File: src/rtl/core/ppbd_pkg.sv
// shared types, constants and tables of the point pair bearing and distance core
package ppbd_pkg;

  // operand and fixed point formats
  localparam int unsigned CoordBits   = 16;
  localparam int unsigned FracBits    = 8;
  localparam int unsigned DiffBits    = CoordBits + 1;
  localparam int unsigned MagBits     = CoordBits;
  localparam int unsigned SqBits      = 2 * CoordBits + 1;
  localparam int unsigned RadBits     = SqBits + 2 * FracBits + 2;
  localparam int unsigned RootBits    = (RadBits + 1) / 2;
  localparam int unsigned RadPadBits  = 2 * RootBits;
  localparam int unsigned RemBits     = RootBits + 3;

  // result formats
  localparam int unsigned LengthBits  = 25;
  localparam int unsigned BearingBits = 17;
  localparam int unsigned RegionBits  = 3;

  // cordic datapath
  localparam int unsigned CordicBits  = 64;
  localparam int unsigned AngleBits   = 32;
  localparam int unsigned AngleFrac   = 24;
  localparam int unsigned CordicSteps = 28;
  localparam int unsigned PreShift    = 60 - CoordBits;
  localparam int unsigned AngleShift  = AngleFrac - FracBits;

  // input register, cordic stages, two output stages
  localparam int unsigned Latency     = 1 + CordicSteps + 2;

  localparam logic [BearingBits-1:0] FullTurn    = BearingBits'(360 << FracBits);
  localparam logic [BearingBits-1:0] HalfTurn    = BearingBits'(180 << FracBits);
  localparam logic [BearingBits-1:0] QuarterTurn = BearingBits'(90 << FracBits);
  localparam logic [BearingBits-1:0] ThreeQTurn  = BearingBits'(270 << FracBits);

  typedef enum logic [RegionBits-1:0] {
    REGION_NE    = 3'd0,
    REGION_SE    = 3'd1,
    REGION_SW    = 3'd2,
    REGION_NW    = 3'd3,
    REGION_UP    = 3'd4,
    REGION_DOWN  = 3'd5,
    REGION_SAME  = 3'd6,
    REGION_HORIZ = 3'd7
  } region_e;

  typedef struct packed {
    logic               valid;
    region_e            region;
    logic               west;
    logic [MagBits-1:0] p;
    logic [MagBits-1:0] q;
  } cordic_in_t;

  typedef struct packed {
    logic                        valid;
    region_e                     region;
    logic                        west;
    logic signed [AngleBits-1:0] z;
  } cordic_out_t;

  typedef struct packed {
    logic              valid;
    logic [SqBits-1:0] sq;
  } sqrt_in_t;

  typedef struct packed {
    logic                valid;
    logic [RootBits-1:0] root;
  } sqrt_out_t;

  // atan(2^-i) in units of 2^-24 degree
  function automatic logic [AngleBits-1:0] atan_step(int unsigned i);
    logic [AngleBits-1:0] t;
    case (i)
      0:       t = 32'd754974720;
      1:       t = 32'd445687602;
      2:       t = 32'd235489089;
      3:       t = 32'd119537938;
      4:       t = 32'd60000934;
      5:       t = 32'd30029717;
      6:       t = 32'd15018523;
      7:       t = 32'd7509720;
      8:       t = 32'd3754917;
      9:       t = 32'd1877466;
      10:      t = 32'd938734;
      11:      t = 32'd469367;
      12:      t = 32'd234684;
      13:      t = 32'd117342;
      14:      t = 32'd58671;
      15:      t = 32'd29335;
      16:      t = 32'd14668;
      17:      t = 32'd7334;
      18:      t = 32'd3667;
      19:      t = 32'd1833;
      20:      t = 32'd917;
      21:      t = 32'd458;
      22:      t = 32'd229;
      23:      t = 32'd115;
      24:      t = 32'd57;
      25:      t = 32'd29;
      26:      t = 32'd14;
      27:      t = 32'd7;
      default: t = '0;
    endcase
    return t;
  endfunction

  // bearing at the start of each diagonal quadrant
  function automatic logic [BearingBits-1:0] quadrant_base(region_e r);
    logic [BearingBits-1:0] b;
    unique case (r)
      REGION_SE: b = QuarterTurn;
      REGION_SW: b = HalfTurn;
      REGION_NW: b = ThreeQTurn;
      default:   b = '0;
    endcase
    return b;
  endfunction

endpackage

File: src/rtl/core/ppbd_isqrt.sv
// pipelined integer square root, one root bit per stage
module ppbd_isqrt (
  input  logic                clk_i,
  input  logic                rst_ni,
  input  ppbd_pkg::sqrt_in_t  sqrt_i,
  output ppbd_pkg::sqrt_out_t sqrt_o
);

  localparam int unsigned NB = ppbd_pkg::RootBits;
  localparam int unsigned PW = ppbd_pkg::RadPadBits;
  localparam int unsigned EW = ppbd_pkg::RemBits;
  localparam int unsigned LowZeros = 2 * ppbd_pkg::FracBits + 2;

  logic          valid_q [NB];
  logic [EW-1:0] rem_q   [NB];
  logic [NB-1:0] root_q  [NB];
  logic [PW-1:0] rad_q   [NB];
  logic [PW-1:0] rad_first;

  // radicand is the squared distance scaled by 2^(2f+2)
  assign rad_first = PW'({sqrt_i.sq, {LowZeros{1'b0}}});

  for (genvar k = 0; k < NB; k++) begin : g_stage
    localparam int unsigned J = NB - 1 - k;
    logic          v_in;
    logic [EW-1:0] rem_in, rem_sh, trial, rem_d;
    logic [NB-1:0] root_in, root_d;
    logic [PW-1:0] rad_in;
    logic          fits;

    if (k == 0) begin : g_first
      assign v_in    = sqrt_i.valid;
      assign rem_in  = '0;
      assign root_in = '0;
      assign rad_in  = rad_first;
    end else begin : g_next
      assign v_in    = valid_q[k-1];
      assign rem_in  = rem_q[k-1];
      assign root_in = root_q[k-1];
      assign rad_in  = rad_q[k-1];
    end

    assign rem_sh = {rem_in[EW-3:0], rad_in[2*J+1 -: 2]};
    assign trial  = EW'({root_in, 2'b01});
    assign fits   = rem_sh >= trial;
    assign rem_d  = fits ? rem_sh - trial : rem_sh;
    assign root_d = {root_in[NB-2:0], fits};

    always_ff @(posedge clk_i or negedge rst_ni) begin
      if (!rst_ni) begin
        valid_q[k] <= 1'b0;
      end else begin
        valid_q[k] <= v_in;
      end
    end

    always_ff @(posedge clk_i) begin
      if (v_in) begin
        rem_q[k]  <= rem_d;
        root_q[k] <= root_d;
        rad_q[k]  <= rad_in;
      end
    end
  end

  assign sqrt_o.valid = valid_q[NB-1];
  assign sqrt_o.root  = root_q[NB-1];

endmodule

File: config.mk
export PLATFORM = sky130hd
export DESIGN_NAME = ppbd_isqrt
export DESIGN_NICKNAME = d
export VERILOG_FILES = /design/src/rtl/core/ppbd_pkg.sv /design/src/rtl/core/ppbd_isqrt.sv
export SDC_FILE = /design/constraint.sdc
export NUM_CORES = 2
export LEC_CHECK = 0
export BUFFER_PORTS_ARGS = -buffer_cell sky130_fd_sc_hd__buf_2
export CELL_PAD_IN_SITES_DETAIL_PLACEMENT = 1
export CELL_PAD_IN_SITES_GLOBAL_PLACEMENT = 1
export CORE_MARGIN = 3
export CORE_UTILIZATION = 40
export DETAILED_ROUTE_END_ITERATION = 10
export GPL_ROUTABILITY_DRIVEN = 1
export PLACE_DENSITY = 0.64
export SLEW_MARGIN = 20
export SYNTH_ARGS = -nofsm -noshare
export SYNTH_HDL_FRONTEND = slang
export SYNTH_SLANG_ARGS = --single-unit
File: constraint.sdc
create_clock -name clk_i -period 6.2 [get_ports clk_i]
set_input_delay 0.31 -clock clk_i [delete_from_list [all_inputs] [get_ports clk_i]]
set_output_delay 0.31 -clock clk_i [all_outputs]
set_load 0.05 [all_outputs]
==> impl_metrics.yaml <==
status:
  status: "complete, no violations"
timing:
  period_minus_slack_ns: 4.20
  drv_slew: 0
  relSlewSlack_pct: 14.0
  finalClockSkew_ns: 0.0369
  fin_setup_tns_ns: 0
  finalHoldViolCount: 0
  clock.fmax_mhz: 238
  tightest_slew_ns: 1.26
  setup_viol: 0
  rsz0062_at_grt: "no"
  period_share_pct: 67.8
critical_path:
  r2r_slack_ns: 2.00
  arrival_ns: 4.71
  path_max_fanout: 37
  end_kind: "flip-flop"
  reg2reg_from: "rem_q[1][203]"
  crit_type: "reg2reg"
  r2r_end: "rem_q[1][234]"
  required_ns: 6.71
  reg2reg_depth: 10
  worst_setup_path_start_kind: "flip-flop"
die:
  die_x_um: 402
  start_util_pct: 40.5
  die_y_um: 402
  coreArea_um2: 155000
  ios: 63
  die-area_um2: 161000
  rows: 144
drt:
  wl_met1_um: 58100
  wl_met2_um: 68200
  dr.first_iter.drc_count: 2082
  wirelength_um: 134000
  vias: 38800
  viasPerCell: 5.18
  drt-pass1-iter-count: 5
  top_layer_used: "met4"
  wl_per_cell_um: 17.8
  wl_met3_um: 3780
  route.detailed.drc: 0
  detail-route-antenna-nets: 0
clock_tree:
  clock_latency_ns: 0.76
  clockBufferDepth: 3
  cts_root_buf: "clkbuf_16"
  clock_sinks: 1273
  clk_pin_slew_ns: 0.06
  tritoncts: "done"
  cts_setup_buffers: 0
  ctsHtreeMaxLevel: 4
  cts_buffers: 145
global_routing:
  grt.overflow.total: 0
  track_usage_pct: 16.5
  antenna_found_initial: 0
  grt_max_degree: 58
  grt_pass1_vias: 41000
  grt_pass1_wl_um: 217000
synthesis:
  ys_seq_area_share_pct: 60.8
  netlist_area_um2: 62700
  ys_warn_count: 0
  syn-instance-count: 5137
  syn_nets: 5540
  async_flop_share_pct: 2.04
  ys_seq_elements: 1273
  ys.flop_type: "edfxtp_1"
  ys_types: 85
  avgSynthCellArea_um2: 12.2
  synth_edf_count: 1247
power:
  power.density_nw_per_um2: 294
  power.leakage_nw: 27.9
  max-vdd-ir-drop_mv: 0.265
worst_hold_path:
  hold_end: "g_stage[1].v_in"
  worstHoldPathCells: 1
  hold_path_class: "in2reg"
  worst_hold_startpoint: "sqrt_i[33]"
finish:
  nNetsFinal: 5732
  drive_gt1_share_pct: 7.74
  n_antenna_cell: 0
  final-seq-area_um2: 38100
  nFillCells: 16300
  area_growth_pct: 12.8
  multi_input_comb_area_um2: 22700
  utilization_pct: 45.6
  finalNonFillerCells: 7486
flow_run:
  maxCapViolations: 0
placement:
  dpl.hpwl_um: 100000
  portBuffers: 62
  dp.cells: 7191
  place.gp.congestion: 0.841
==> layer usage <==
metal,up-vias,track usage [%]
met2,456,29.8
li1,19200,-
met5,-,0
met4,0,5.20
met1,18900,20.3
met3,226,2.42
==> cells in the final DEF (no fill, tap or decap), types with 62 or more instances in the layout <==
cell,n
nor3_1,123
a21o_1,111
o21a_1,67
xnor2_1,231
inv_1,442
nand3_1,77
nand2b_1,68
a21oi_1,311
o21ai_0,329
xor2_1,258
edfxtp_1,1247
nor2_1,342
ha_1,359
nor4_1,69
nand2_1,403
buf_2,62
clkbuf_16,146
==> sequential cells by signal, summed over array words and instances (netlist names) <==
name / count
g_stage.v_in: 25
rad_q: 283
sqrt_o: 1
rem_q: 624
root_q: 340
==> logic make-up (layout without fill, tap and decap cells) <==
| family | after synthesis | count (layout) | synth area share [%] |
|---|---|---|---|
| AO/OA/AOI/OAI | 1066 | 1066 | 10.3 |
| XOR/XNOR | 489 | 489 | 6.83 |
| adder cells (fa/ha/maj) | 367 | 367 | 7.42 |
| buffers and inverters | 524 | 829 | 3.15 |
| flip-flops | 1273 | 1273 | 60.8 |
| multiplexers | 47 | 47 | 0.836 |
| other | 1 | 1 | 0.00598 |
| AND/OR/NAND/NOR | 1370 | 1370 | 10.6 |
==> area by class of cell <==
cell class	instances	area share, %
multi-input combinational	3340	32.0
sequential	1273	54.0
inverter	445	2.36
clock inverter	89	1.46
clock buffer	171	5.32
tap	2044	3.62
timing repair buffer	124	1.23
==> power by group <==
part | leakage [nW] | switching, mW | internal, mW | total (mW)
logic | 14.0 | 0.948 | 0.700 | 1.65
clock network | 2.31 | 3.55 | 4.94 | 8.49
registers | 11.6 | 0.488 | 10.1 | 10.6
total | 27.9 | 4.99 | 15.8 | 20.7
==> synthesized netlist by cell type (all sizes together) (6+ instances only) <==
cell | number | share of area [%]
mux2 | 43 | 0.77
nand3 | 78 | 0.63
o31ai | 36 | 0.43
and2 | 12 | 0.12
nor4b | 7 | 0.11
a211oi | 36 | 0.43
dfrtp | 26 | 1.0
nor2 | 343 | 2.1
nand3b | 9 | 0.11
a31o | 6 | 0.084
edfxtp | 1247 | 60
inv | 443 | 2.7
fa | 8 | 0.26
nor3 | 125 | 1.0
nand4b | 7 | 0.12
nor4 | 71 | 0.73
nand4 | 52 | 0.52
o21a | 67 | 0.80
a21o | 111 | 1.3
a31oi | 31 | 0.32
or4 | 34 | 0.42
ha | 359 | 7.2
nand2b | 68 | 0.68
clkbuf | 71 | 0.43
a2111oi | 6 | 0.084
buf | 8 | 0.062
a21oi | 313 | 2.5
and4 | 7 | 0.098
nand2 | 403 | 2.4
o21ai | 332 | 2.7
o21bai | 36 | 0.43
nor2b | 53 | 0.53
or3 | 44 | 0.46
or2 | 18 | 0.18
nor3b | 7 | 0.084
o211ai | 19 | 0.24
xnor2 | 231 | 3.2
o41ai | 8 | 0.11
a21boi | 10 | 0.12
xor2 | 258 | 3.6
and3 | 27 | 0.27
==> critical path, cell delays in order, from the launching register on <==
cell and delay, ns:
edfxtp_1 0.47, ha_1 0.35, a211oi_1 0.31, o211ai_1 0.26, and3_1 0.22, or3b_2 0.53
a31o_2 0.29, nand4_1 0.09, nand3_1 0.16, a31oi_4 0.84, mux2_2 0.41
==> worst max path at each step <==
stage / to / from / slack [ns] / cells after the start
2_1_floorplan: rem_q[1][196] / rem_q[1][145] / 2.80 / 12
3_3_place_gp: rem_q[1][235] / rem_q[1][203] / 2.05 / 10
3_5_place_dp: rem_q[1][235] / rem_q[1][203] / 2.01 / 10
4_1_cts: rem_q[1][235] / rem_q[1][203] / 1.96 / 10
5_1_grt: rem_q[1][234] / rem_q[1][203] / 1.67 / 10
6_report: rem_q[1][234] / rem_q[1][203] / 2.00 / 10
==> metrics by stage <==
stage          worst slack [ns]  total power, mW  instance area [um^2]  hold slack [ns]
2_1_floorplan              2.80             11.8                 62700           0.0144
3_3_place_gp               2.05             12.4                 65500            0.371
3_5_place_dp               2.01             12.4                 65500            0.372
4_1_cts                    1.96             21.1                 70700           0.0211
5_1_grt                    1.67             21.7                 70700           0.0951
6_report                   2.00             20.7                 70700           0.0776
==> what timing repair did <==
item                                   in CTS  in global routing
hold buffers                               34                  0
endpoints found under the hold margin      59                  0
resized for setup                           0                  0
Note: power is estimated with default switching activity, not from simulation.
