==> config.mk <==
export PLATFORM = sky130hd
export DESIGN_NAME = ppbd_post
export DESIGN_NICKNAME = d
export VERILOG_FILES = /design/src/rtl/core/ppbd_pkg.sv /design/src/rtl/core/ppbd_post.sv
export SDC_FILE = /design/constraint.sdc
export NUM_CORES = 1
export LEC_CHECK = 0
export BUFFER_PORTS_ARGS = -buffer_cell sky130_fd_sc_hd__buf_2
export CORE_ASPECT_RATIO = 0.7
export CORE_MARGIN = 2
export CORE_UTILIZATION = 50
export DETAILED_ROUTE_END_ITERATION = 10
export GPL_TIMING_DRIVEN = 1
export PLACE_DENSITY = 0.76
export SETUP_SLACK_MARGIN = 0.15
export SLEW_MARGIN = 0
export SYNTH_ARGS = -nofsm -noshare
export SYNTH_HDL_FRONTEND = slang
export SYNTH_SLANG_ARGS = --single-unit
export TNS_END_PERCENT = 10
==> constraint.sdc <==
create_clock -name clk_i -period 4.3 [get_ports clk_i]
set_clock_uncertainty 0.2 [all_clocks]
set_input_delay 0.215 -clock clk_i [delete_from_list [all_inputs] [get_ports clk_i]]
set_output_delay 0.215 -clock clk_i [all_outputs]
set_load 0.01 [all_outputs]
==> src/rtl/core/ppbd_pkg.sv <==
// shared types, constants and tables of the point pair bearing and distance core
package ppbd_pkg;

  // operand and fixed point formats
  localparam int unsigned CoordBits   = 16;
  localparam int unsigned FracBits    = 8;
  localparam int unsigned DiffBits    = CoordBits + 1;
  localparam int unsigned MagBits     = CoordBits;
  localparam int unsigned SqBits      = 2 * CoordBits + 1;
  localparam int unsigned RadBits     = SqBits + 2 * FracBits + 2;
  localparam int unsigned RootBits    = (RadBits + 1) / 2;
  localparam int unsigned RadPadBits  = 2 * RootBits;
  localparam int unsigned RemBits     = RootBits + 3;

  // result formats
  localparam int unsigned LengthBits  = 25;
  localparam int unsigned BearingBits = 17;
  localparam int unsigned RegionBits  = 3;

  // cordic datapath
  localparam int unsigned CordicBits  = 64;
  localparam int unsigned AngleBits   = 32;
  localparam int unsigned AngleFrac   = 24;
  localparam int unsigned CordicSteps = 28;
  localparam int unsigned PreShift    = 60 - CoordBits;
  localparam int unsigned AngleShift  = AngleFrac - FracBits;

  // input register, cordic stages, two output stages
  localparam int unsigned Latency     = 1 + CordicSteps + 2;

  localparam logic [BearingBits-1:0] FullTurn    = BearingBits'(360 << FracBits);
  localparam logic [BearingBits-1:0] HalfTurn    = BearingBits'(180 << FracBits);
  localparam logic [BearingBits-1:0] QuarterTurn = BearingBits'(90 << FracBits);
  localparam logic [BearingBits-1:0] ThreeQTurn  = BearingBits'(270 << FracBits);

  typedef enum logic [RegionBits-1:0] {
    REGION_NE    = 3'd0,
    REGION_SE    = 3'd1,
    REGION_SW    = 3'd2,
    REGION_NW    = 3'd3,
    REGION_UP    = 3'd4,
    REGION_DOWN  = 3'd5,
    REGION_SAME  = 3'd6,
    REGION_HORIZ = 3'd7
  } region_e;

  typedef struct packed {
    logic               valid;
    region_e            region;
    logic               west;
    logic [MagBits-1:0] p;
    logic [MagBits-1:0] q;
  } cordic_in_t;

  typedef struct packed {
    logic                        valid;
    region_e                     region;
    logic                        west;
    logic signed [AngleBits-1:0] z;
  } cordic_out_t;

  typedef struct packed {
    logic              valid;
    logic [SqBits-1:0] sq;
  } sqrt_in_t;

  typedef struct packed {
    logic                valid;
    logic [RootBits-1:0] root;
  } sqrt_out_t;

  // atan(2^-i) in units of 2^-24 degree
  function automatic logic [AngleBits-1:0] atan_step(int unsigned i);
    logic [AngleBits-1:0] t;
    case (i)
      0:       t = 32'd754974720;
      1:       t = 32'd445687602;
      2:       t = 32'd235489089;
      3:       t = 32'd119537938;
      4:       t = 32'd60000934;
      5:       t = 32'd30029717;
      6:       t = 32'd15018523;
      7:       t = 32'd7509720;
      8:       t = 32'd3754917;
      9:       t = 32'd1877466;
      10:      t = 32'd938734;
      11:      t = 32'd469367;
      12:      t = 32'd234684;
      13:      t = 32'd117342;
      14:      t = 32'd58671;
      15:      t = 32'd29335;
      16:      t = 32'd14668;
      17:      t = 32'd7334;
      18:      t = 32'd3667;
      19:      t = 32'd1833;
      20:      t = 32'd917;
      21:      t = 32'd458;
      22:      t = 32'd229;
      23:      t = 32'd115;
      24:      t = 32'd57;
      25:      t = 32'd29;
      26:      t = 32'd14;
      27:      t = 32'd7;
      default: t = '0;
    endcase
    return t;
  endfunction

  // bearing at the start of each diagonal quadrant
  function automatic logic [BearingBits-1:0] quadrant_base(region_e r);
    logic [BearingBits-1:0] b;
    unique case (r)
      REGION_SE: b = QuarterTurn;
      REGION_SW: b = HalfTurn;
      REGION_NW: b = ThreeQTurn;
      default:   b = '0;
    endcase
    return b;
  endfunction

endpackage

==> src/rtl/core/ppbd_post.sv <==
// angle rounding, quadrant offset, wrap and result register
module ppbd_post (
  input  logic                                 clk_i,
  input  logic                                 rst_ni,
  input  ppbd_pkg::cordic_out_t                cordic_i,
  input  ppbd_pkg::sqrt_out_t                  sqrt_i,
  output logic                                 valid_o,
  output logic [ppbd_pkg::LengthBits-1:0]      length_o,
  output logic [ppbd_pkg::BearingBits-1:0]     bearing_out_o,
  output logic [ppbd_pkg::BearingBits-1:0]     bearing_back_o,
  output ppbd_pkg::region_e                    region_o
);

  localparam int unsigned ZW = ppbd_pkg::AngleBits;
  localparam int unsigned BW = ppbd_pkg::BearingBits;
  localparam int unsigned LW = ppbd_pkg::LengthBits;
  localparam int unsigned NB = ppbd_pkg::RootBits;
  localparam int unsigned SH = ppbd_pkg::AngleShift;

  logic [ZW-1:0] z_clamp, z_round;
  logic [BW-1:0] atan_d, raw_d;
  logic [NB:0]   len_sum;

  // stage o1
  logic              o1_valid_q;
  ppbd_pkg::region_e o1_region_q;
  logic              o1_west_q;
  logic [BW-1:0]     o1_raw_q;
  logic [LW-1:0]     o1_len_q;

  // stage o2
  logic              o2_valid_q;
  ppbd_pkg::region_e o2_region_q;
  logic [BW-1:0]     o2_bearing_q, o2_back_q;
  logic [LW-1:0]     o2_len_q;

  logic [BW-1:0]     bearing_d, back_d, wrap_fwd;
  logic [BW:0]       back_sum, wrap_back;
  logic [LW-1:0]     len_d;

  assign z_clamp = cordic_i.z[ZW-1] ? '0 : cordic_i.z;
  assign z_round = z_clamp + ZW'(1 << (SH - 1));
  // rounded angle is at most a quarter turn, well inside the bearing width
  assign atan_d  = BW'(z_round[ZW-1:SH]);
  assign raw_d   = ppbd_pkg::quadrant_base(cordic_i.region) + atan_d;

  // round half up: root carries one extra fraction bit
  assign len_sum = (NB + 1)'(sqrt_i.root) + (NB + 1)'(1);

  always_ff @(posedge clk_i or negedge rst_ni) begin
    if (!rst_ni) begin
      o1_valid_q <= 1'b0;
      o2_valid_q <= 1'b0;
    end else begin
      o1_valid_q <= cordic_i.valid;
      o2_valid_q <= o1_valid_q;
    end
  end

  always_ff @(posedge clk_i) begin
    if (cordic_i.valid) begin
      o1_region_q <= cordic_i.region;
      o1_west_q   <= cordic_i.west;
      o1_raw_q    <= raw_d;
    end
    if (sqrt_i.valid) begin
      o1_len_q <= LW'(len_sum[NB:1]);
    end
  end

  // raw bearing stays below two turns, so one subtract wraps it
  assign wrap_fwd  = (o1_raw_q >= ppbd_pkg::FullTurn) ? o1_raw_q - ppbd_pkg::FullTurn
                                                      : o1_raw_q;
  assign back_sum  = (BW + 1)'(o1_raw_q) + (BW + 1)'(ppbd_pkg::HalfTurn);
  assign wrap_back = (back_sum >= (BW + 1)'(ppbd_pkg::FullTurn))
                     ? back_sum - (BW + 1)'(ppbd_pkg::FullTurn) : back_sum;

  always_comb begin
    len_d = o1_len_q;
    case (o1_region_q) inside
      ppbd_pkg::REGION_UP: begin
        bearing_d = '0;
        back_d    = ppbd_pkg::HalfTurn;
      end
      ppbd_pkg::REGION_DOWN: begin
        bearing_d = ppbd_pkg::HalfTurn;
        back_d    = '0;
      end
      ppbd_pkg::REGION_HORIZ: begin
        bearing_d = o1_west_q ? ppbd_pkg::ThreeQTurn : ppbd_pkg::QuarterTurn;
        back_d    = o1_west_q ? ppbd_pkg::QuarterTurn : ppbd_pkg::ThreeQTurn;
      end
      ppbd_pkg::REGION_SAME: begin
        bearing_d = '0;
        back_d    = '0;
        len_d     = '0;
      end
      default: begin
        bearing_d = wrap_fwd;
        back_d    = BW'(wrap_back);
      end
    endcase
  end

  always_ff @(posedge clk_i) begin
    if (o1_valid_q) begin
      o2_region_q  <= o1_region_q;
      o2_bearing_q <= bearing_d;
      o2_back_q    <= back_d;
      o2_len_q     <= len_d;
    end
  end

  assign valid_o        = o2_valid_q;
  assign length_o       = o2_len_q;
  assign bearing_out_o  = o2_bearing_q;
  assign bearing_back_o = o2_back_q;
  assign region_o       = o2_region_q;

endmodule

==> key figures <==
CTS
  • Clock Root Buffer: clkbuf_16
  • TritonCTS Buffers: 9
  • Worst-skew pair later-pin latency: 340 ps
  • H-tree depth: 3
  • CTS tree: built
  • TritonCTS Sinks: 100
  • Clk buf depth: 2
  • Reg clk slew, reported paths: 70 ps

STA
  • Setup-violating endpoint count in the final report: 0
  • Fin crit period: 3230 ps
  • Fin Hold WS: 7.00 ps
  • Least-Margin Pin Slew: 952 ps
  • Final hold vios: 0
  • Rel. slew slack: 36.5%
  • RSZ-0062 raised after global routing: false
  • Final worst-path cycle share: 75.1%
  • Maximum clock rate: 310 MHz
  • Setup TNS: 0 ps
  • Max-slew violation count: 0

Critical path
  • Buf/Inv on CP: 1
  • Worst reg2reg path startpoint: o1_raw_q[12]
  • Arrival time worst endpoint: 3100 ps
  • Family with the most delay on the worst path: simple AND/OR/NAND/NOR gates
  • Max stage delay on crit path: 530 ps
  • Slowest-stage cell, CP: or4_1
  • Crit-path max FO: 17
  • CP Cell Sequence: buf_2, nor2b_1, nand3_1, or4_1, xnor2_1, ha_1, a21o_1, a21oi_1, o21ai_0, o41ai_1, xor2_1
  • CP required: 4180 ps
  • CP endpoint kind: flip-flop
  • Critical Path Source: cordic_i[31]
  • Type of origin of the critical path: input pin
  • Kind of critical path: in2reg

Route
  • Total number of vias: 3590
  • Via/cell ratio: 5.24
  • DRC violations left: 0
  • Wirelength per Cell: 14.9 um
  • Starting DRT DRC Count: 261
  • Final ANT Viol Nets: 0
  • Initial DRT Pass Iterations: 4
  • Total Routed Length: 10200 um

Hold path
  • Hold Path Class: in2reg
  • HP Start: sqrt_i[11]

GRT
  • Vias in the first global route: 3311
  • Largest net degree at the start of global routing: 54
  • First-pass GRT wire length: 16400 um
  • Total track usage: 18.9%
  • Antenna violations before repair: 0
  • Overflow after GRT: 0

Synthesis
  • Register area share after synthesis: 58.0%
  • Mapped Cells: 429
  • Yosys top cell by area: edfxtp_1
  • Post-synth EDFFs: 98
  • Synth Flop Type: edfxtp_1
  • Netlist cell types: 50
  • Mapped Area: 5160 um^2
  • Syn_nets: 511
  • Async set-reset flop share out of synthesis: 2.00%
  • Mean area per synthesized cell: 12.0 um^2
  • Synth warnings: 0
  • #FFs+latches synth: 100
  • Area contributors post-synth: edfxtp_1 57%, xnor2_1 5.3%, ha_1 3.6%
  • Yosys top cell area share: 57.1%

Final layout
  • Share of layout cells above drive strength 1: 25.9%
  • Final core utilization: 63.4%
  • Area Overhead vs Synth: 21.3%
  • Fillers: 767
  • Antenna diodes: 0
  • Layout Nets: 634
  • Non-Filler Instances: 685

Die
  • Initial Util: 52.2%
  • Chip Height: 89.0 um
  • Die ar.: 11200 um^2
  • Core ar.: 9870 um^2
  • I/O pins: 129
  • Die Wd: 125 um
  • Row cnt: 30

Placed design
  • Routability cong.: 0.893
  • Post-DP HPWL: 7490 um
  • Dpl cells: 650
  • PortBufs: 113

Job
  • Max_cap viols: 0

Power and ir drop
  • Worst VDD drop: 0.242 mV
  • Tot Pwr: 2.44 mW
  • Pwr/cell area: 391 nW/um^2
  • Leakage: 2.44 nW

Run status
  • Status: completed
## worst reg2reg max path, stage by stage (launching register included)
cell      delay (ps)
edfxtp_1         550
inv_1            150
ha_1             260
a211oi_4         340
nand2_1          110
or4_1            510
o21ai_2          190
nor4_1           110
a311o_1          330
## cells in the final DEF, fill, tap and decap left out, types with 5 or more instances in the layout
cell and count:
dlygate4sd3_1 19, nand2b_1 5, and3_1 10, nor2_1 23
inv_1 9, xnor2_1 31, nor3_1 7, xor2_1 14
nand3_1 21, and2_1 28, edfxtp_1 98, or3_1 8
nand2_1 29, ha_1 15, a21oi_1 13, o21ai_0 14
buf_2 113, clkbuf_16 9, nor2b_1 21, nand4_1 8
## cells by family (layout without fill, tap and decap cells)
family	count (synthesis)	count (layout)	synth area share, %
simple gates	180	180	19.2
xor+xnor	45	45	7.64
compound gates	54	54	7.23
flops	100	100	58.0
buf+inv	31	159	3.28
fa+ha+maj	16	16	4.03
mux	3	3	0.607
## per-layer routing
metal | wire length [um] | up-vias | global-route usage (%)
li1 | - | 1808 | -
met1 | 4700 | 1650 | 27.4
met2 | 4760 | 124 | 29.6
met3 | 630 | 8 | 3.65
met4 | 106 | 0 | 5.05
met5 | 0 | - | 0
## path summary, 6_finish.rpt
path	depth (start not counted)	end	slack [ps]
setup / recovery	11	o1_raw_q[16]	1070
hold / removal	2	o1_len_q[10]	7
setup reg to reg	8	bearing_back_o[14]	1290
hold reg to reg	1	length_o[12]	320
max in group asynchronous	3	o1_valid_q	3260
min in group asynchronous	3	valid_o	510
## Yosys cell counts, types with 3 or more instances
library cell,n
a21oi_1,13
inv_1,9
nand4_1,8
o41ai_1,3
nor3_1,7
and3_1,10
and2_1,28
or3_1,8
xor2_1,14
o21ai_0,14
or4_1,4
nand2b_1,5
edfxtp_1,98
nor2b_1,21
xnor2_1,31
nand2_1,29
clkbuf_1,10
o211ai_1,3
buf_4,10
a21o_1,3
nand3b_1,4
or2_2,3
nor2_1,23
o31ai_1,3
nand3_1,21
ha_1,15
## report_power, final
part	switching (mW)	internal [mW]
Sequential	0.0549	1.19
Combinational	0.230	0.182
Clock	0.375	0.411
## registers in the layout, summed over array words and instances (netlist names)
signal	flops
bearing_back_o	7
bearing_out_o	17
length_o	25
o1_len_q	25
o1_raw_q	17
o1_region_q	3
o1_valid_q	1
o1_west_q	1
region_o	3
valid_o	1
## timing repair
item                                   in CTS  in global routing
endpoints found under the hold margin      19                  0
gates resized for setup                     0                  0
buffers inserted                            0                  0
hold buffers                               19                  0
## layout make-up
| type | instances | area, um^2 | share of cell area [%] |
|---|---|---|---|
| timing repair buffer | 134 | 771 | 12.3 |
| multi-input combinational | 298 | 2000 | 31.9 |
| sequential | 100 | 2990 | 47.9 |
| clock buffer | 9 | 225 | 3.60 |
| tap | 128 | 160 | 2.56 |
| clock inverter | 7 | 75.1 | 1.20 |
| inverter | 9 | 33.8 | 0.540 |
## through the flow
stage	instance area [um^2]	setup slack (ps)
6_report	6250	1070
2_1_floorplan	5160	1370
3_5_place_dp	5760	780
5_1_grt	6250	946
4_1_cts	6250	1170
3_3_place_gp	5760	929
(Power assumes the default switching activity.)
