==> config.mk <==
export PLATFORM = sky130hd
export DESIGN_NAME = ppbd_front
export DESIGN_NICKNAME = d
export VERILOG_FILES = /design/src/rtl/core/ppbd_pkg.sv /design/src/rtl/core/ppbd_front.sv
export SDC_FILE = /design/constraint.sdc
export NUM_CORES = 1
export LEC_CHECK = 0
export ABC_CLOCK_PERIOD_IN_PS = 7400
export BUFFER_PORTS_ARGS = -buffer_cell sky130_fd_sc_hd__buf_2
export CAP_MARGIN = 15
export CORE_ASPECT_RATIO = 1.1
export CORE_MARGIN = 2
export CORE_UTILIZATION = 35
export CTS_BUF_LIST = sky130_fd_sc_hd__clkbuf_8
export DETAILED_ROUTE_END_ITERATION = 8
export HOLD_SLACK_MARGIN = 0.03
export PLACE_DENSITY_LB_ADDON = 0.12
export SKIP_CTS_REPAIR_TIMING = 1
export SLEW_MARGIN = 5
export SYNTH_ARGS = -nofsm -noshare
export SYNTH_HDL_FRONTEND = slang
export SYNTH_SLANG_ARGS = --single-unit
==> constraint.sdc <==
create_clock -name clk_i -period 7.4 [get_ports clk_i]
set_clock_uncertainty 0.05 [all_clocks]
set_input_delay 0.74 -clock clk_i [delete_from_list [all_inputs] [get_ports clk_i]]
set_output_delay 0.74 -clock clk_i [all_outputs]
set_load 0.01 [all_outputs]
==> src/rtl/core/ppbd_pkg.sv <==
// shared types, constants and tables of the point pair bearing and distance core
package ppbd_pkg;

  // operand and fixed point formats
  localparam int unsigned CoordBits   = 16;
  localparam int unsigned FracBits    = 8;
  localparam int unsigned DiffBits    = CoordBits + 1;
  localparam int unsigned MagBits     = CoordBits;
  localparam int unsigned SqBits      = 2 * CoordBits + 1;
  localparam int unsigned RadBits     = SqBits + 2 * FracBits + 2;
  localparam int unsigned RootBits    = (RadBits + 1) / 2;
  localparam int unsigned RadPadBits  = 2 * RootBits;
  localparam int unsigned RemBits     = RootBits + 3;

  // result formats
  localparam int unsigned LengthBits  = 25;
  localparam int unsigned BearingBits = 17;
  localparam int unsigned RegionBits  = 3;

  // cordic datapath
  localparam int unsigned CordicBits  = 64;
  localparam int unsigned AngleBits   = 32;
  localparam int unsigned AngleFrac   = 24;
  localparam int unsigned CordicSteps = 28;
  localparam int unsigned PreShift    = 60 - CoordBits;
  localparam int unsigned AngleShift  = AngleFrac - FracBits;

  // input register, cordic stages, two output stages
  localparam int unsigned Latency     = 1 + CordicSteps + 2;

  localparam logic [BearingBits-1:0] FullTurn    = BearingBits'(360 << FracBits);
  localparam logic [BearingBits-1:0] HalfTurn    = BearingBits'(180 << FracBits);
  localparam logic [BearingBits-1:0] QuarterTurn = BearingBits'(90 << FracBits);
  localparam logic [BearingBits-1:0] ThreeQTurn  = BearingBits'(270 << FracBits);

  typedef enum logic [RegionBits-1:0] {
    REGION_NE    = 3'd0,
    REGION_SE    = 3'd1,
    REGION_SW    = 3'd2,
    REGION_NW    = 3'd3,
    REGION_UP    = 3'd4,
    REGION_DOWN  = 3'd5,
    REGION_SAME  = 3'd6,
    REGION_HORIZ = 3'd7
  } region_e;

  typedef struct packed {
    logic               valid;
    region_e            region;
    logic               west;
    logic [MagBits-1:0] p;
    logic [MagBits-1:0] q;
  } cordic_in_t;

  typedef struct packed {
    logic                        valid;
    region_e                     region;
    logic                        west;
    logic signed [AngleBits-1:0] z;
  } cordic_out_t;

  typedef struct packed {
    logic              valid;
    logic [SqBits-1:0] sq;
  } sqrt_in_t;

  typedef struct packed {
    logic                valid;
    logic [RootBits-1:0] root;
  } sqrt_out_t;

  // atan(2^-i) in units of 2^-24 degree
  function automatic logic [AngleBits-1:0] atan_step(int unsigned i);
    logic [AngleBits-1:0] t;
    case (i)
      0:       t = 32'd754974720;
      1:       t = 32'd445687602;
      2:       t = 32'd235489089;
      3:       t = 32'd119537938;
      4:       t = 32'd60000934;
      5:       t = 32'd30029717;
      6:       t = 32'd15018523;
      7:       t = 32'd7509720;
      8:       t = 32'd3754917;
      9:       t = 32'd1877466;
      10:      t = 32'd938734;
      11:      t = 32'd469367;
      12:      t = 32'd234684;
      13:      t = 32'd117342;
      14:      t = 32'd58671;
      15:      t = 32'd29335;
      16:      t = 32'd14668;
      17:      t = 32'd7334;
      18:      t = 32'd3667;
      19:      t = 32'd1833;
      20:      t = 32'd917;
      21:      t = 32'd458;
      22:      t = 32'd229;
      23:      t = 32'd115;
      24:      t = 32'd57;
      25:      t = 32'd29;
      26:      t = 32'd14;
      27:      t = 32'd7;
      default: t = '0;
    endcase
    return t;
  endfunction

  // bearing at the start of each diagonal quadrant
  function automatic logic [BearingBits-1:0] quadrant_base(region_e r);
    logic [BearingBits-1:0] b;
    unique case (r)
      REGION_SE: b = QuarterTurn;
      REGION_SW: b = HalfTurn;
      REGION_NW: b = ThreeQTurn;
      default:   b = '0;
    endcase
    return b;
  endfunction

endpackage

==> src/rtl/core/ppbd_front.sv <==
// input register, region decode and squared distance stages
module ppbd_front (
  input  logic                                   clk_i,
  input  logic                                   rst_ni,
  input  logic                                   accept_i,
  input  logic signed [ppbd_pkg::CoordBits-1:0]  first_x_i,
  input  logic signed [ppbd_pkg::CoordBits-1:0]  first_y_i,
  input  logic signed [ppbd_pkg::CoordBits-1:0]  second_x_i,
  input  logic signed [ppbd_pkg::CoordBits-1:0]  second_y_i,
  output ppbd_pkg::cordic_in_t                   cordic_o,
  output ppbd_pkg::sqrt_in_t                     sqrt_o
);

  localparam int unsigned DW = ppbd_pkg::DiffBits;
  localparam int unsigned MW = ppbd_pkg::MagBits;
  localparam int unsigned SW = ppbd_pkg::SqBits;

  logic signed [DW-1:0] dx, dy;
  logic [DW-1:0]        abs_x, abs_y;
  logic [MW-1:0]        ax, ay;
  ppbd_pkg::region_e    region_d;

  // stage a
  logic                 a_valid_q;
  ppbd_pkg::region_e    a_region_q;
  logic                 a_west_q;
  logic [MW-1:0]        a_ax_q, a_ay_q, a_p_q, a_q_q;
  logic [MW-1:0]        p_d, q_d;
  // stage b, stage c
  logic                 b_valid_q, c_valid_q;
  logic [2*MW-1:0]      b_sqx_q, b_sqy_q;
  logic [SW-1:0]        c_sq_q;

  assign dx    = DW'(second_x_i) - DW'(first_x_i);
  assign dy    = DW'(second_y_i) - DW'(first_y_i);
  assign abs_x = dx[DW-1] ? -dx : dx;
  assign abs_y = dy[DW-1] ? -dy : dy;
  assign ax    = abs_x[MW-1:0];
  assign ay    = abs_y[MW-1:0];

  always_comb begin
    if (dx == '0 && dy == '0) begin
      region_d = ppbd_pkg::REGION_SAME;
    end else if (dx == '0) begin
      region_d = dy[DW-1] ? ppbd_pkg::REGION_DOWN : ppbd_pkg::REGION_UP;
    end else if (dy == '0) begin
      region_d = ppbd_pkg::REGION_HORIZ;
    end else if (!dx[DW-1] && !dy[DW-1]) begin
      region_d = ppbd_pkg::REGION_NE;
    end else if (!dx[DW-1]) begin
      region_d = ppbd_pkg::REGION_SE;
    end else if (dy[DW-1]) begin
      region_d = ppbd_pkg::REGION_SW;
    end else begin
      region_d = ppbd_pkg::REGION_NW;
    end
  end

  // angle within the quadrant is atan(p/q)
  always_comb begin
    case (region_d) inside
      ppbd_pkg::REGION_SE, ppbd_pkg::REGION_NW: begin
        p_d = ay;
        q_d = ax;
      end
      default: begin
        p_d = ax;
        q_d = ay;
      end
    endcase
  end

  always_ff @(posedge clk_i or negedge rst_ni) begin
    if (!rst_ni) begin
      a_valid_q <= 1'b0;
      b_valid_q <= 1'b0;
      c_valid_q <= 1'b0;
    end else begin
      a_valid_q <= accept_i;
      b_valid_q <= a_valid_q;
      c_valid_q <= b_valid_q;
    end
  end

  always_ff @(posedge clk_i) begin
    if (accept_i) begin
      a_region_q <= region_d;
      a_west_q   <= dx[DW-1];
      a_ax_q     <= ax;
      a_ay_q     <= ay;
      a_p_q      <= p_d;
      a_q_q      <= q_d;
    end
    if (a_valid_q) begin
      b_sqx_q <= a_ax_q * a_ax_q;
      b_sqy_q <= a_ay_q * a_ay_q;
    end
    if (b_valid_q) begin
      c_sq_q <= SW'(b_sqx_q) + SW'(b_sqy_q);
    end
  end

  assign cordic_o.valid  = a_valid_q;
  assign cordic_o.region = a_region_q;
  assign cordic_o.west   = a_west_q;
  assign cordic_o.p      = a_p_q;
  assign cordic_o.q      = a_q_q;

  assign sqrt_o.valid = c_valid_q;
  assign sqrt_o.sq    = c_sq_q;

endmodule

==> summary.md, run 1 <==
| Metric | Value |
|---|---|
| Status | completed |
| Vias in the first global route | 17800 |
| Detailed-route wire length per cell | 16.7 um |
| Worst path required time | 7.61 ns |
| F_max | 0.144 GHz |
| Final HPWL DP | 48500 um |
| Num rows | 99 |
| Drt initial violations | 701 |
| Hold depth | 1 |
| Die area | 69500 um^2 |
| Min-delay worst type | register to register |
| FF-to-FF End | b_sqx_q[28]$_DFFE_PP_ |
| Buffers added on ports | 137 |
| H-Tree Depth | 4 |
| Worst-Skew Late Latency | 0.51 ns |
| Die width | 252 um |
| # setup viols final | 0 |
| Yosys warning count | 0 |
| Register area share after synthesis | 0.211 |
| Syn Std Cell Area | 23600 um^2 |
| Clock Tree Buf Depth | 2 |
| Netlist cell types | 81 |
| Max Slew Vio Count | 0 |
| Top cell type's share of synthesized area | 0.277 |
| Total grt overflow | 0 |
| Worst-Margin Slew | 1.12 ns |
| Post-Synthesis Net Count | 3068 |
| TritonCTS clock tree | done |
| RSZ-0062 raised after global routing | no |
| I/O Pins | 138 |
| Avg Cell Area, Syn | 9.79 um^2 |
| Final Hold Fails | 0 |
| Worst setup startpoint | a_ax_q[8]$_DFFE_PP_ |
| Startpoint types | register |
| DR vias/cell | 4.85 |
| Nets | 3223 |
| Crit path kind | register to register |
| Root buffer cell | clkbuf_8 |
| # DRC | 0 |
| Largest net degree at the start of global routing | 70 |
| Vias | 16700 |
| Final ANT Viol Nets | 0 |
| CTS buffer count | 17 |
| CP Capture Point | b_sqx_q[28]$_DFFE_PP_ |
| Max_cap viols | 0 |
| Final period utilization | 0.941 |
| Crit. End Element | register |
| WL final | 57500 um |
| Number of flops mapped to enable cells by yosys | 163 |
| Launch point of the worst reg-to-reg path | a_ax_q[8]$_DFFE_PP_ |
| Gpl congestion | 0.844 |
| Area delta synth->final | 9.77% |
| Setup_tns | 0 ns |
| Clock-pin slew on the worst setup and hold paths | 0.11 ns |
| Async SR Flop Fraction | 0.0181 |
| Die Ht | 276 um |
| CP max FO | 14 |
| Initial Util | 0.355 |
| Core area | 66500 um^2 |
| Share of cells above drive strength 1 | 0.100 |
| Worst path arrival time | 7.18 ns |
| Syn Inst Count | 2410 |
| Relative slew slack | 0.233 |
| Cell type with the largest total area after synthesis | fa_1 |
| FF-to-FF path depth | 21 |
| Total GRT Usage | 0.170 |
| Initial antenna violation count | 2 |
| R2r setup slk | 0.43 ns |
| Period minus WS final | 6.97 ns |
| First drt pass iteration count | 6 |
| First-pass GRT wire length | 92700 um |
| Main area contributors after synthesis | fa_1, edfxtp_1, ha_1 |
| Ys flop type | edfxtp_1 |
| Clock sinks | 166 |
| Synthesis-stage register bit count | 166 |
-- kinds of logic after synthesis --
family,share of synthesized area
flip-flops,0.211
AO/OA/AOI/OAI,0.0916
multiplexers,0.0154
buffers and inverters,0.107
XOR/XNOR,0.0512
adder cells (fa/ha/maj),0.417
AND/OR/NAND/NOR,0.107
-- synth_stat cells (7+ instances only) --
master    number
a211o_1        7
a31oi_1       12
o21ai_0       44
edfxtp_1     163
o31ai_1        7
nand4_1        8
fa_1         326
nand2b_1      15
and2_1        92
o21bai_1      11
nand2_1      183
ha_1         265
a211oi_1      13
a31o_2         9
a21o_1        47
or2_2         10
nor2_1        95
clkbuf_1      44
nor3_1        25
nor2b_1       17
and3_1        17
nand3_1       20
o21a_1        18
xnor2_1       88
or3_1          7
xor2_1        50
mux2i_1       34
a21oi_1       81
inv_1        599
-- cell usage in the layout (no fill, tap or decap), drive strengths merged, types with 17 or more instances in the layout --
| master | Yosys | final |
|---|---|---|
| xor2 | 50 | 50 |
| nor2b | 17 | 17 |
| and2 | 92 | 92 |
| o21a | 18 | 18 |
| clkbuf | 44 | 17 |
| xnor2 | 88 | 88 |
| fa | 326 | 326 |
| a21oi | 83 | 83 |
| nor3 | 25 | 25 |
| ha | 265 | 265 |
| and3 | 17 | 17 |
| o21ai | 45 | 45 |
| nand2 | 183 | 183 |
| mux2i | 34 | 34 |
| buf | 10 | 189 |
| nor2 | 95 | 95 |
| edfxtp | 163 | 163 |
| a21o | 48 | 48 |
| nand3 | 20 | 20 |
| inv | 599 | 608 |
-- critical path: stages, from the launching register on --
cell and delay (ns):
edfxtp_1 0.69, nand2_1 0.18, fa_1 0.55, inv_1 0.06
fa_1 0.49, inv_1 0.05, fa_1 0.53, inv_1 0.05
fa_1 0.46, fa_1 0.49, inv_1 0.05, fa_1 0.47
inv_1 0.04, ha_1 0.35, and4_1 0.25, nand2_1 0.06
or3b_2 0.49, a311oi_1 0.49, a221oi_1 0.28, o311ai_0 0.39
a21oi_1 0.14, xnor2_1 0.13
-- metrics by stage --
stage                      util  std cells  setup slack, ns  cell area (um^2)  hold WS [ns]
after floorplan               -       2410            0.885             23600         0.394
after global placement    0.381       3391            0.448             25400         0.474
after detailed placement  0.381       3391            0.309             25400         0.481
after CTS                 0.388       3423            0.280             25800       -0.0539
after global routing      0.389       3437          0.00121             25900         0.503
final                     0.389       3438            0.434             25900         0.497
-- sequential cells by signal, indices dropped and copies added (netlist names) --
register / flops
c_sq_q: 33
b_sqy_q: 31
c_valid_q: 1
a_ay_q: 16
a_valid_q: 1
a_west_q: 1
b_valid_q: 1
a_p_q: 16
a_ax_q: 16
a_region_q: 3
a_q_q: 16
b_sqx_q: 31
-- layout make-up --
type,count,area (um^2)
fill,6659,40600
multi-input combinational,1591,16100
sequential,166,4970
inverter,599,2250
timing repair buffer,190,1090
tap,858,1070
clock buffer,17,234
clock inverter,15,178
antenna,2,5.00
-- per-layer routing --
metal  GRT usage  wire [um]  vias to the layer above
met5           0          0                        -
met4      0.0357        913                        0
met3      0.0278       2440                       34
met2       0.298      28700                      295
met1       0.219      25400                     8331
li1            -          -                     8004
-- how the worst min path moves through the flow --
stage / from / to / slack (ns)
floorplan: rst_ni / a_valid_q$_DFF_PN0_ / 0.39
global placement: b_sqy_q[0]$_DFFE_PP_ / c_sq_q[0]$_DFFE_PP_ / 0.47
detailed placement: b_sqy_q[0]$_DFFE_PP_ / c_sq_q[0]$_DFFE_PP_ / 0.48
CTS: rst_ni / b_valid_q$_DFF_PN0_ / -0.05
global route: rst_ni / b_valid_q$_DFF_PN0_ / 0.50
finish: b_sqy_q[0]$_DFFE_PP_ / c_sq_q[0]$_DFFE_PP_ / 0.50
Power of run 1 is left out: the tool's default activity adds up to more than one toggle a clock period on the data nets, which glitch-free logic cannot reach.
==> inputs of run 2 (changes only) <==
ABC_AREA = 1   (was not set)
==> run 2 against run 1 <==
Worst hold slack lost 0.016 ns. Clock-buffer cell count is the same. Via count grew 16%. Core utilization fell by 0.66 points. Maximum frequency up 8.3%. Critical path type unchanged. First-iteration DRC count rose by 29%. Cell count up 20%. Global-route usage up 1.7 points.
==> summary.md, run 2 <==
| Metric | Value |
|---|---|
| Status | completed |
| Async SR Flop Fraction | 0.0181 |
| Main area contributors after synthesis | fa_1, edfxtp_1, ha_1 |
| Startpoint types | register |
| Finished Layout Cells | 4127 |
| Max_cap viols | 0 |
| WL final | 66000 um |
| Top cell type's share of synthesized area | 0.261 |
| Min-delay worst type | primary input to asynchronous set/reset pin |
| RSZ-0062 raised after global routing | no |
| Share of cells above drive strength 1 | 0.0671 |
| FF-to-FF End | b_sqx_q[22]$_DFFE_PP_ |
| Die area | 73700 um^2 |
| # setup viols final | 0 |
| Register area share after synthesis | 0.199 |
| DR vias/cell | 4.70 |
| CTS buffer count | 17 |
| Biggest regs | c_sq_q: 33 flops, b_sqx_q: 31 flops, b_sqy_q: 31 flops |
| TritonCTS clock tree | done |
| Vias in the first global route | 20800 |
| Total GRT Usage | 0.187 |
| Core Util, Final | 0.383 |
| Total grt overflow | 0 |
| Final Hold Fails | 0 |
| Drt initial violations | 902 |
| H-Tree Depth | 4 |
| Final ANT Viol Nets | 0 |
| Crit path kind | register to register |
| Gpl congestion | 0.901 |
| Largest net degree at the start of global routing | 70 |
| Area delta synth->final | 7.88% |
| Cell mode on critical path | fa_1 |
| Launch point of the worst reg-to-reg path | a_ax_q[3]$_DFFE_PP_ |
| Multi-input logic area | 16700 um^2 |
| Die width | 259 um |
| Post-Synthesis Net Count | 3747 |
| Worst-Skew Late Latency | 0.55 ns |
| CP max FO | 16 |
| Clock Tree Buf Depth | 2 |
| Slowest-stage cell, CP | edfxtp_1 |
| Clock-pin slew on the worst setup and hold paths | 0.10 ns |
| Netlist cell types | 43 |
| Final HPWL DP | 56000 um |
| Nets | 3836 |
| Num rows | 102 |
| First-pass GRT wire length | 108000 um |
| Largest reg by FF count | c_sq_q |
| Detailed-route wire length per cell | 16.0 um |
| Period minus WS final | 6.43 ns |
| Top-count cell post-synth | inv_1 |
| Initial Util | 0.355 |
| Slowest stage delay, CP | 0.93 ns |
| Final period utilization | 0.869 |
| Clock sinks | 166 |
| Syn Std Cell Area | 25000 um^2 |
| Ys flop type | edfxtp_1 |
| Root buffer cell | clkbuf_8 |
| Number of flops mapped to enable cells by yosys | 163 |
| Crit. End Element | register |
| Max Slew Vio Count | 0 |
| Post-synth top cells | inv_1, nand2_1, fa_1 |
| # diodes | 0 |
| FF-to-FF path depth | 18 |
| Most common cell after layout, fill and taps aside | inv_1 |
| Yosys warning count | 0 |
| Vias | 19400 |
| First drt pass iteration count | 5 |
| Initial antenna violation count | 0 |
| Fillers | 7299 |
| Worst-Margin Slew | 0.963 ns |
| Avg Cell Area, Syn | 8.10 um^2 |
| Dpl cells | 4094 |
| Die Ht | 284 um |
| Core area | 70600 um^2 |
| R2r setup slk | 0.97 ns |
| Buffers added on ports | 137 |
| Setup_tns | 0 ns |
| Syn Inst Count | 3089 |
| Cell type with the largest total area after synthesis | fa_1 |
| Crit path cell chain | nand2_1 > fa_1 > inv_1 > fa_1 > inv_1 > fa_1 > fa_1 > fa_1 > fa_1 > inv_1 > ha_1 > a21oi_1 > o21a_1 > a21boi_0 > o21ai_0 > nand2_1 > nand2_1 > xor2_1 |
| Synthesis-stage register bit count | 166 |
| F_max | 0.155 GHz |
| Largest register FFs | 33 |
| FF/Latch Area | 4970 um^2 |
| Worst path arrival time | 6.72 ns |
| # DRC | 0 |
| Worst path required time | 7.69 ns |
| Relative slew slack | 0.358 |
| I/O Pins | 138 |
| Most frequent cells in the layout | inv_1, nand2_1, fa_1 |
## run 2: worst max-delay path: cells and delay by family (launching register included)
| family | cells | cell delay, ns |
|---|---|---|
| fa+ha+maj | 7 | 3.40 |
| compound gates | 4 | 0.99 |
| flops | 1 | 0.93 |
| simple gates | 3 | 0.42 |
| xor+xnor | 1 | 0.26 |
| buf+inv | 3 | 0.16 |
## run 2: final cells by class
| class | count | area share |
|---|---|---|
| Sequential cell | 166 | 0.184 |
| Multi-Input combinational cell | 2054 | 0.620 |
| Inverter | 790 | 0.110 |
| Timing Repair Buffer | 149 | 0.0288 |
| Tap cell | 936 | 0.0434 |
| Clock buffer | 17 | 0.00867 |
| Clock inverter | 15 | 0.00524 |
## run 2: worst max path at each step
stage | from | slack, ns | end | cells after the start
2_1_floorplan | a_ay_q[1]$_DFFE_PP_ | 1.67 | b_sqy_q[24]$_DFFE_PP_ | 28
3_3_place_gp | a_ay_q[3]$_DFFE_PP_ | 1.0 | b_sqy_q[25]$_DFFE_PP_ | 24
3_5_place_dp | a_ax_q[8]$_DFFE_PP_ | 0.96 | b_sqx_q[22]$_DFFE_PP_ | 18
4_1_cts | a_ax_q[8]$_DFFE_PP_ | 0.94 | b_sqx_q[22]$_DFFE_PP_ | 18
5_1_grt | a_ax_q[3]$_DFFE_PP_ | 0.51 | b_sqx_q[22]$_DFFE_PP_ | 18
6_report | a_ax_q[3]$_DFFE_PP_ | 0.97 | b_sqx_q[22]$_DFFE_PP_ | 18
## run 2: routing by layer
layer | vias to the layer above | global-route usage | wire length [um] | share of wire
met5 | - | 0 | 0 | 0
met3 | 83 | 0.0237 | 2240 | 0.034
li1 | 9557 | - | - | -
met4 | 0 | 0.0649 | 2020 | 0.031
met2 | 396 | 0.321 | 31700 | 0.48
met1 | 9360 | 0.240 | 30100 | 0.46
## run 2: kinds of logic after synthesis
kind of cell               count (synthesis)  share of synthesized area
and+or+nand+nor                         1105                      0.180
buffers and inverters                    869                      0.133
adders and majority gates                591                      0.393
AOI/OAI and AO/OA                        238                     0.0540
DFF                                      166                      0.199
xor gates and xnor gates                 120                     0.0420
## run 2: stage by stage
stage               setup slack [ns]  area [um^2]  hold WS (ns)
floorplan                       1.67        25000         0.374
global placement               0.995        26600         0.506
detailed placement             0.963        26600         0.504
CTS                            0.942        27000        -0.122
global route                   0.513        27000         0.434
finish                         0.968        27000         0.482
Power of run 2 is left out for the same reason.
==> inputs of run 3 (changes only) <==
CORE_UTILIZATION = 45   (was 35)
CTS_BUF_LIST = sky130_fd_sc_hd__clkbuf_4 sky130_fd_sc_hd__clkbuf_8 sky130_fd_sc_hd__clkbuf_16   (was sky130_fd_sc_hd__clkbuf_8)
==> run 3 against run 2 <==
Via count fell by 0.30%. First-iteration DRC count rose by 13%. Non-clock buffer count fell by 3. Critical endpoint unchanged.
==> summary.md, run 3 (synthesized netlist as in run 2, its figures left out) <==
| Metric | Value |
|---|---|
| Fillers | 5442 |
| Max Slew Vio Count | 0 |
| Worst-Margin Slew | 1.06 ns |
| Worst path required time | 7.54 ns |
| Final Hold Fails | 0 |
| Num rows | 90 |
| DR vias/cell | 4.93 |
| RSZ-0062 raised after global routing | no |
| Largest net degree at the start of global routing | 70 |
| # setup viols final | 0 |
| Clock-pin slew on the worst setup and hold paths | 0.07 ns |
| Gpl congestion | 0.897 |
| Root buffer cell | clkbuf_16 |
| Buffers added on ports | 137 |
| Startpoint types | register |
| Relative slew slack | 0.283 |
| # DRC | 0 |
| Die Ht | 251 um |
| Total GRT Usage | 0.218 |
| Final period utilization | 0.855 |
| Period minus WS final | 6.33 ns |
| Min-delay worst type | primary input to asynchronous set/reset pin |
| Clock Tree Buf Depth | 2 |
| Most common cell after layout, fill and taps aside | inv_1 |
| Area delta synth->final | 7.73% |
| Dpl cells | 3892 |
| Nets | 3833 |
| Die width | 229 um |
| Vias in the first global route | 20300 |
| Initial antenna violation count | 0 |
| Detailed-route wire length per cell | 15.3 um |
| First-pass GRT wire length | 100000 um |
| Largest reg by FF count | c_sq_q |
| Largest register FFs | 33 |
| Most frequent cells in the layout | inv_1, nand2_1, fa_1 |
| Total grt overflow | 0 |
| Drt initial violations | 1023 |
| Crit path kind | register to register |
| TritonCTS clock tree | done |
| F_max | 0.158 GHz |
| I/O Pins | 138 |
| CP max FO | 17 |
| Finished Layout Cells | 3921 |
| Vias | 19300 |
| # diodes | 0 |
| Clock sinks | 166 |
| FF-to-FF path depth | 20 |
| Die area | 57500 um^2 |
| Final HPWL DP | 50900 um |
| Core area | 55000 um^2 |
| Status | completed |
| H-Tree Depth | 4 |
| Crit. End Element | register |
| Final ANT Viol Nets | 0 |
| First drt pass iteration count | 7 |
| CTS buffer count | 17 |
| Max_cap viols | 0 |
| Setup_tns | 0 ns |
| Worst-Skew Late Latency | 0.45 ns |
| Share of cells above drive strength 1 | 0.0659 |
| WL final | 59900 um |
| Worst path arrival time | 6.47 ns |
| Initial Util | 0.455 |
| Biggest regs | c_sq_q: 33 flops, b_sqx_q: 31 flops, b_sqy_q: 31 flops |
run 3: cell count changes in the layout (fill, tap and decap cells not counted), sizes merged:
cell | before | now
dlygate4sd3 | 1 | 0
clkinvlp | 2 | 0
clkbuf | 17 | 19
inv | 797 | 792
bufinv | 1 | 4
buf | 148 | 146
clkinv | 5 | 4
run 3: cell type report:
class	instances	area, um^2	area share
Inverter	790	2970	0.110
Multi-Input combinational cell	2054	16700	0.621
Clock buffer	19	440	0.0163
Clock inverter	10	175	0.00650
Tap cell	736	921	0.0341
Timing Repair Buffer	146	753	0.0279
Sequential cell	166	4970	0.184
run 3: final timing paths:
check | end | start | slack (ns)
min in group clk_i | c_valid_q$_DFF_PN0_ | b_valid_q$_DFF_PN0_ | 0.42
max | b_sqx_q[22]$_DFFE_PP_ | a_ax_q[8]$_DFFE_PP_ | 1.07
min reg2reg | c_valid_q$_DFF_PN0_ | b_valid_q$_DFF_PN0_ | 0.42
max in group asynchronous | a_valid_q$_DFF_PN0_ | rst_ni | 7.11
min | b_valid_q$_DFF_PN0_ | rst_ni | 0.04
max reg2reg | b_sqx_q[22]$_DFFE_PP_ | a_ax_q[8]$_DFFE_PP_ | 1.07
run 3: critical path: stages (launching register included):
cell and delay (ns):
edfxtp_1 0.91, nand2_1 0.25, fa_1 0.56, inv_1 0.06, fa_1 0.53, inv_1 0.05, fa_1 0.39, inv_1 0.09
fa_1 0.44, fa_1 0.54, inv_1 0.05, fa_1 0.47, inv_1 0.04, ha_1 0.33, nand2_1 0.18, o21a_1 0.18
a21boi_0 0.42, o21ai_0 0.22, nand2_1 0.10, nand2_1 0.06, xor2_1 0.15
run 3: per-layer routing:
metal  routed length (um)  up-vias  track usage
li1                     -     9549            -
met1                26700     9322        0.282
met2                29800      404        0.392
met3                 2300       62       0.0240
met4                 1150        0       0.0492
met5                    0        -            0
run 3: stage by stage:
stage | worst slack, ns | hold slack [ns] | util | cell area [um^2]
finish | 1.07 | 0.0433 | 0.491 | 27000
global route | 0.698 | 0.0355 | 0.491 | 27000
CTS | 1.08 | 0.0278 | 0.491 | 27000
detailed placement | 1.08 | 0.402 | 0.480 | 26400
global placement | 1.15 | 0.408 | 0.480 | 26400
floorplan | 1.67 | 0.374 | - | 25000
Power of run 3 is left out for the same reason.
